## config.mk

```make
export PLATFORM = sky130hd
export DESIGN_NAME = stq_div
export DESIGN_NICKNAME = d
export VERILOG_FILES = /design/src/hw/rtl/stq_pkg.sv /design/src/hw/rtl/stq_div.sv
export SDC_FILE = /design/constraint.sdc
export NUM_CORES = 1
export LEC_CHECK = 0
export ABC_CLOCK_PERIOD_IN_PS = 10000
export BUFFER_PORTS_ARGS = -buffer_cell sky130_fd_sc_hd__buf_2
export CORE_ASPECT_RATIO = 0.8
export CORE_UTILIZATION = 55
export CTS_CLUSTER_DIAMETER = 100
export DETAILED_ROUTE_END_ITERATION = 10
export PLACE_DENSITY = 0.92
export SLEW_MARGIN = 20
export SYNTH_ARGS = -nofsm -noshare
export SYNTH_HDL_FRONTEND = slang
export SYNTH_SLANG_ARGS = --single-unit
```

## constraint.sdc

```tcl
create_clock -name clk -period 10 [get_ports clk]
set_input_delay 0.5 -clock clk [delete_from_list [all_inputs] [get_ports clk]]
set_output_delay 0.5 -clock clk [all_outputs]
set_load 0.01 [all_outputs]
```

## src/hw/rtl/stq_pkg.sv

```systemverilog
// types and constants of the sorted timer queue
package stq_pkg;

  localparam int EXP_W        = 64;
  localparam int HANDLE_W     = 16;
  localparam int DELAY_W      = 16;
  localparam int RATE_W       = 32;
  localparam int RESULT_LIMIT = 16;
  localparam int POP_W        = 5;

  localparam logic [RATE_W-1:0] RATE_RESET = 32'd3686400;

  localparam logic FUNC_ADD = 1'b0;

  typedef enum logic [1:0] {
    KIND_ADDED    = 2'd0,
    KIND_REJECTED = 2'd1,
    KIND_EXPIRED  = 2'd2
  } kind_t;

  typedef struct packed {
    logic [EXP_W-1:0]    expiry;
    logic [HANDLE_W-1:0] handle;
  } entry_t;

  // command broadcast to every cell of the chain
  typedef struct packed {
    logic   insert;
    logic   shift;
    entry_t fresh;
  } cell_cmd_t;

endpackage

```

## src/hw/rtl/stq_div.sv

```systemverilog
// radix-2 restoring divider, 64-bit dividend by 32-bit divisor
module stq_div (
  input  logic                           clk,
  input  logic                           rst,
  input  logic                           start,
  input  logic [stq_pkg::EXP_W-1:0]      dividend,
  input  logic [stq_pkg::RATE_W-1:0]     divisor,
  output logic                           done,
  output logic [stq_pkg::EXP_W-1:0]      quotient
);
  import stq_pkg::*;

  localparam int CNT_W = $clog2(EXP_W);

  typedef enum logic {D_IDLE, D_RUN} dstate_t;

  dstate_t             state;
  logic [CNT_W-1:0]    cnt;
  logic [EXP_W-1:0]    quo;
  logic [RATE_W-1:0]   rem;
  logic [RATE_W-1:0]   dvs;
  logic [RATE_W:0]     shifted;
  logic [RATE_W:0]     trial;
  logic                qbit;
  logic [RATE_W-1:0]   rem_next;

  always_comb begin
    shifted  = {rem, quo[EXP_W-1]};
    trial    = shifted - {1'b0, dvs};
    qbit     = (shifted >= {1'b0, dvs});
    rem_next = qbit ? trial[RATE_W-1:0] : shifted[RATE_W-1:0];
  end

  always_ff @(posedge clk) begin
    if (rst) begin
      state <= D_IDLE;
      done  <= 1'b0;
    end else begin
      done <= 1'b0;
      unique case (state)
        D_IDLE: begin
          if (start) begin
            quo   <= dividend;
            rem   <= '0;
            dvs   <= divisor;
            cnt   <= '0;
            state <= D_RUN;
          end
        end
        D_RUN: begin
          rem <= rem_next;
          quo <= {quo[EXP_W-2:0], qbit};
          cnt <= cnt + 1'b1;
          if (cnt == CNT_W'(EXP_W - 1)) begin
            state <= D_IDLE;
            done  <= 1'b1;
          end
        end
        default: state <= D_IDLE;
      endcase
    end
  end

  assign quotient = quo;

endmodule

```

; ---- After elaboration in Yosys (flattened, before gate mapping)
; Cells that the tools add are included.
[classes]
n_eq_ne = 2
n_bitwise = 2
muxes = 11
n_reduce_logical = 3
addsub = 2
n_lt_le_gt_ge = 1
[ops]
columns = cell, count
row1 = 64-bit case mux with 2 select lines, 1
row2 = 32-bit 2-to-1 mux, 2
row3 = 64-bit 2-to-1 mux, 1
row4 = 32-bit case mux with 2 select lines, 1
row5 = 33-bit by 32-bit >= comparator with 1-bit output, 1
row6 = 32-bit subtractor, 1
row7 = 6-bit case mux with 2 select lines, 1
row8 = 6-bit by 1-bit adder with 6-bit output (second input constant), 1
row9 = 6-bit equality test (second input constant), 1
row10 = 6-bit 2-to-1 mux, 1
row11 = 1-bit 2-to-1 mux, 3
row12 = 3-bit AND reduction, 1
row13 = 2-bit != test (second input constant), 1
row14 = 1-bit NOT, 2
row15 = 1-bit case mux with 2 select lines, 1
row16 = 2-bit AND reduction, 1
row17 = 2-bit OR reduction, 1
[word_totals]
elab_cells = 27
ff_bits = 136
in_bits = 99
output_inout_bits = 65

; ---- Depth between registers and ports, before layout
[depth]
depth_word = 3
depth_mapped = 13
depth_no_buf = 11

; ---- Least setup slack after synthesis
; Ideal clock, no wire load.
[synth_path]
path_type = register to register
start = register state
end = register cnt[0], enable pin
path_buffers = 3
setup_time_ps = 563
period_less_slack_ps = 5946
t_arrival_ps = 5383
stages_incl_launch_ff = 6
required_ps = 9437
path_slack_ps = 4054
path_cell_list = dfxtp_1 clkbuf_1 clkbuf_1 clkbuf_1 nor2_1 nor2_1
[synth_via]
elab_chain_cells = 3
[synth_rtl]
columns = item, line_no
row1 = start: declaration, stq_div.sv:17  ; dstate_t state;
row2 = start signal: assignment, stq_div.sv:36  ; state <= D_IDLE;
row3 = start signal: assignment, stq_div.sv:47  ; state <= D_RUN;
row4 = start signal: assignment, stq_div.sv:55  ; state <= D_IDLE;
row5 = 1-bit NOT (no source line), --
row6 = 2-bit != test (no source line), --
row7 = 2-bit AND reduction (no source line), --
row8 = end signal: assignment, stq_div.sv:53  ; cnt <= cnt + 1'b1;
row9 = end: declaration, stq_div.sv:18  ; logic [CNT_W-1:0] cnt;
; No other way between the ends.
; A chain may end at the register's enable or synchronous reset.

; ---- Final worst setup path
[layout_path]
start = register rem[21]
end = register rem[28], data pin
[layout_via]
elab_chain_cells = 3
word_cells_on_any_way = 4
classes_between = add/sub: 1 / order compare: 1 / mux: 2
[layout_rtl]
columns = item, line_no
row1 = start: declaration, stq_div.sv:20  ; logic [RATE_W-1:0] rem;
row2 = start signal: assignment, stq_div.sv:51  ; rem <= rem_next;
row3 = 32-bit subtractor or 33-bit by 32-bit >= comparator with 1-bit output (tied branches), "stq_div.sv:29, stq_div.sv:30"
row4 = 32-bit 2-to-1 mux *, stq_div.sv:31  ; rem_next = qbit ? trial[RATE_W-1:0] : shifted[RATE_W-1:0];
row5 = 32-bit case mux with 2 select lines *, stq_div.sv:40  ; unique case (state)
; Every way passes the cells marked *; elsewhere a longest branch is shown, timed or not.

==> impl_table.tex <==
\begin{tabular}{lr}
\hline
Metric & Value \\
\hline
\multicolumn{2}{l}{\textbf{Run status}} \\
Result of the run & finished clean \\
\multicolumn{2}{l}{\textbf{STA}} \\
Slew Viols, Final & 0 \\
Headroom to the max-slew limit & 37.4\% \\
Measured slew at the worst slew-check pin & 0.939 ns \\
Setup repair after global routing missed its margin & no \\
Final-layout setup total negative slack & 0 ns \\
Setup violators final & 0 \\
Highest clock frequency the design can meet & 291 MHz \\
Post-layout minimum cycle time & 3.44 ns \\
Worst-case clock skew & 0.00937 ns \\
Crit path setup slack, layout & 6.56 ns \\
Hold violation total from the final report & 0 \\
Share of the cycle needed by the critical path after routing & 34.4\% \\
\multicolumn{2}{l}{\textbf{Setup path}} \\
Startpoint types & flip-flop \\
Data required, critical path & 10.25 ns \\
Worst reg2reg startpoint & rem[21] \\
Endpoint of the most critical setup path & rem[28] \\
CP Capture Type & flip-flop \\
Logic depth of the worst register-to-register path & 10 \\
Critical path launch point & rem[21] \\
Category of the critical setup timing path & flip-flop to flip-flop \\
Critical Path AT & 3.69 ns \\
Worst R2R End & rem[28] \\
Reg2reg setup slack & 6.56 ns \\
CP Max Fanout & 24 \\
\multicolumn{2}{l}{\textbf{Detailed routing}} \\
Number of violations reported at the end of detailed-routing iteration 0 & 607 \\
Antenna Nets Post-Route & 0 \\
Total routed wirelength & 16.9 mm \\
Wire length per cell after detailed routing & 17.3 µm \\
Pre-Repair DR Iteration Count & 7 \\
Drt via density & 5.75 \\
Post-route DRC violation count & 0 \\
Vias & 5607 \\
\multicolumn{2}{l}{\textbf{Synth}} \\
Post-synth ARST share & 0\% \\
Count of flip-flops with a built-in enable after synthesis & 134 \\
Post-Syn Nets & 758 \\
Yosys Warn Count & 0 \\
\#FFs+latches synth & 136 \\
Post-synthesis instance area & 7370 µm² \\
Sequential share of the synthesized area & 55.1\% \\
Count of distinct cell types in the synthesized netlist & 52 \\
Top flip-flop cell by instance count after synthesis & edfxtp\_1 \\
Synth Instances & 625 \\
Synthesized area divided by synthesized cell count & 11.8 µm² \\
\multicolumn{2}{l}{\textbf{Clock tree}} \\
CTS tree & yes \\
Clock latency on the worst-skew pair & 0.42 ns \\
Clock-pin transition on the worst setup and hold timing paths & 0.06 ns \\
Post-CTS setup-driven buffer insertion count & 0 \\
Number of hold-repair buffers added at the cts stage & 0 \\
Maximum clock insertion buffer count & 2 \\
\# clock sinks & 136 \\
Post-cts gate resize count & 0 \\
Root buffer cell & clkbuf\_16 \\
Maximum level of the CTS H-tree & 4 \\
Number of buffers inserted during clock tree synthesis & 17 \\
\multicolumn{2}{l}{\textbf{Placement}} \\
Placed cell areas & 8320 µm² \\
Total of buffers placed on input and output ports & 163 \\
Placed cell count & 942 \\
Detail Placement HPWL & 11.4 mm \\
Final GP Congestion & 0.910 \\
Post-placement worst setup slack & 6.74 ns \\
\multicolumn{2}{l}{\textbf{Pwr}} \\
Pwr Density & 193 nW/µm² \\
Leakage Power & 3.67 nW \\
Peak VDD IR & 183 µV \\
\multicolumn{2}{l}{\textbf{Job}} \\
Max Cap Viol & 0 \\
\multicolumn{2}{l}{\textbf{Floorplanning}} \\
Overall die area & 13900 µm² \\
Core Box Area & 13000 µm² \\
Placement Rows & 37 \\
Effective utilization at floorplan & 56.9\% \\
DIE WIDTH & 131 µm \\
I/O pin count & 164 \\
Die span in y & 106 µm \\
\multicolumn{2}{l}{\textbf{Global routing}} \\
Initial antenna violation count & 1 \\
Vias in the first global route & 5359 \\
GRT met2 Usage & 40.5\% \\
Largest net degree at the start of global routing & 78 \\
Global router's overall resource usage & 24.7\% \\
Overflow left after global routing & 0 \\
Met3 track utilization from global routing & 4.18\% \\
Global-route wire length before repair & 26.8 mm \\
Met1 Track Usage GR & 33.2\% \\
Busiest layer in global routing & met2 \\
\multicolumn{2}{l}{\textbf{Hold path}} \\
Type of the most critical hold path & input pin to flip-flop \\
\multicolumn{2}{l}{\textbf{Final layout}} \\
Filler instances & 939 \\
Commonest non-fill, non-tap cells in the layout & buf\_2, edfxtp\_1, nand2\_1 \\
Register cell area after layout & 4070 µm² \\
Cell area after layout & 8970 µm² \\
Layout cells sized above 1 & 35.7\% \\
Total area of multi-input combinational cells & 3020 µm² \\
Post-route non-filler standard cell count & 975 \\
Area delta synth->final & 21.7\% \\
Nets & 919 \\
Most common library cell in the layout ignoring fill and taps & buf\_2 \\
\hline
\end{tabular}
[power by group]
| group | switching, mW | internal (mW) | total [mW] |
|---|---|---|---|
| sequential | 0.0219 | 0.687 | 0.709 |
| clock | 0.253 | 0.444 | 0.697 |
| combinational | 0.190 | 0.138 | 0.328 |
| total | 0.465 | 1.27 | 1.73 |
[registers in the layout, indices dropped and copies added (netlist names)]
signal,count
cnt,6
done,1
dvs,32
quotient,64
rem,32
state,1
[synth_stat cells, types with 5 or more instances]
master	n	area [µm²]
nand4_1	12	75.1
a211oi_2	7	87.6
nand2_1	77	289
xor2_1	14	123
a21o_1	11	82.6
ha_1	33	413
inv_1	39	146
xnor2_1	13	114
o211ai_1	5	37.5
o21ai_0	20	100
clkbuf_1	9	33.8
a21oi_1	56	280
nor2_1	29	109
nor3_1	7	35.0
edfxtp_1	134	4020
nand3_1	10	50.1
nand2b_1	5	31.3
mux2_2	64	721
buf_2	10	50.1
[metrics by stage]
step	utilization [%]	hold WS (ns)	total power, mW
floorplan	-	0.563	0.953
finish	69.2	0.255	1.73
CTS	69.2	0.247	1.74
global placement	64.2	0.553	1.03
detailed placement	64.2	0.560	1.04
global route	69.2	0.244	1.80
[worst min path at each step]
stage	from	end	depth (start not counted)
3_5_place_dp	quotient[25]	quotient[26]	1
4_1_cts	divisor[12]	dvs[12]	1
5_1_grt	divisor[12]	dvs[12]	1
6_report	divisor[12]	dvs[12]	1
3_3_place_gp	quotient[61]	quotient[62]	1
2_1_floorplan	cnt[0]	cnt[0]	1
[final cells by class]
type                       count  area share (%)
sequential                   136            45.3
timing repair buffer         170            9.68
multi-input combinational    422            33.7
inverter                      39            1.63
clock inverter                15            2.50
antenna                        1          0.0279
clock buffer                  17            4.74
tap                          175            2.44
[cells by family after synthesis]
logic type	share of synthesized area, %
mux	9.78
fa+ha+maj	5.87
compound gates	11.8
xor+xnor	3.21
flops	55.1
buf+inv	4.04
simple gates	10.1
[routing by layer]
metal | up-vias | routed length, µm
met2 | 276 | 8140
met3 | 37 | 1180
met4 | 0 | 372
met1 | 2667 | 7220
met5 | - | 0
li1 | 2627 | -
[critical path, cell delays in order (launching register included)]
cell,delay (ns)
edfxtp_1,0.41
ha_1,0.46
and3_4,0.27
nor2b_1,0.30
nand4_1,0.16
o21ai_1,0.15
a311o_2,0.24
a21o_1,0.45
buf_4,0.38
nand2_1,0.18
o22ai_1,0.26
No activity file was read; power rests on OpenSTA's default activity.
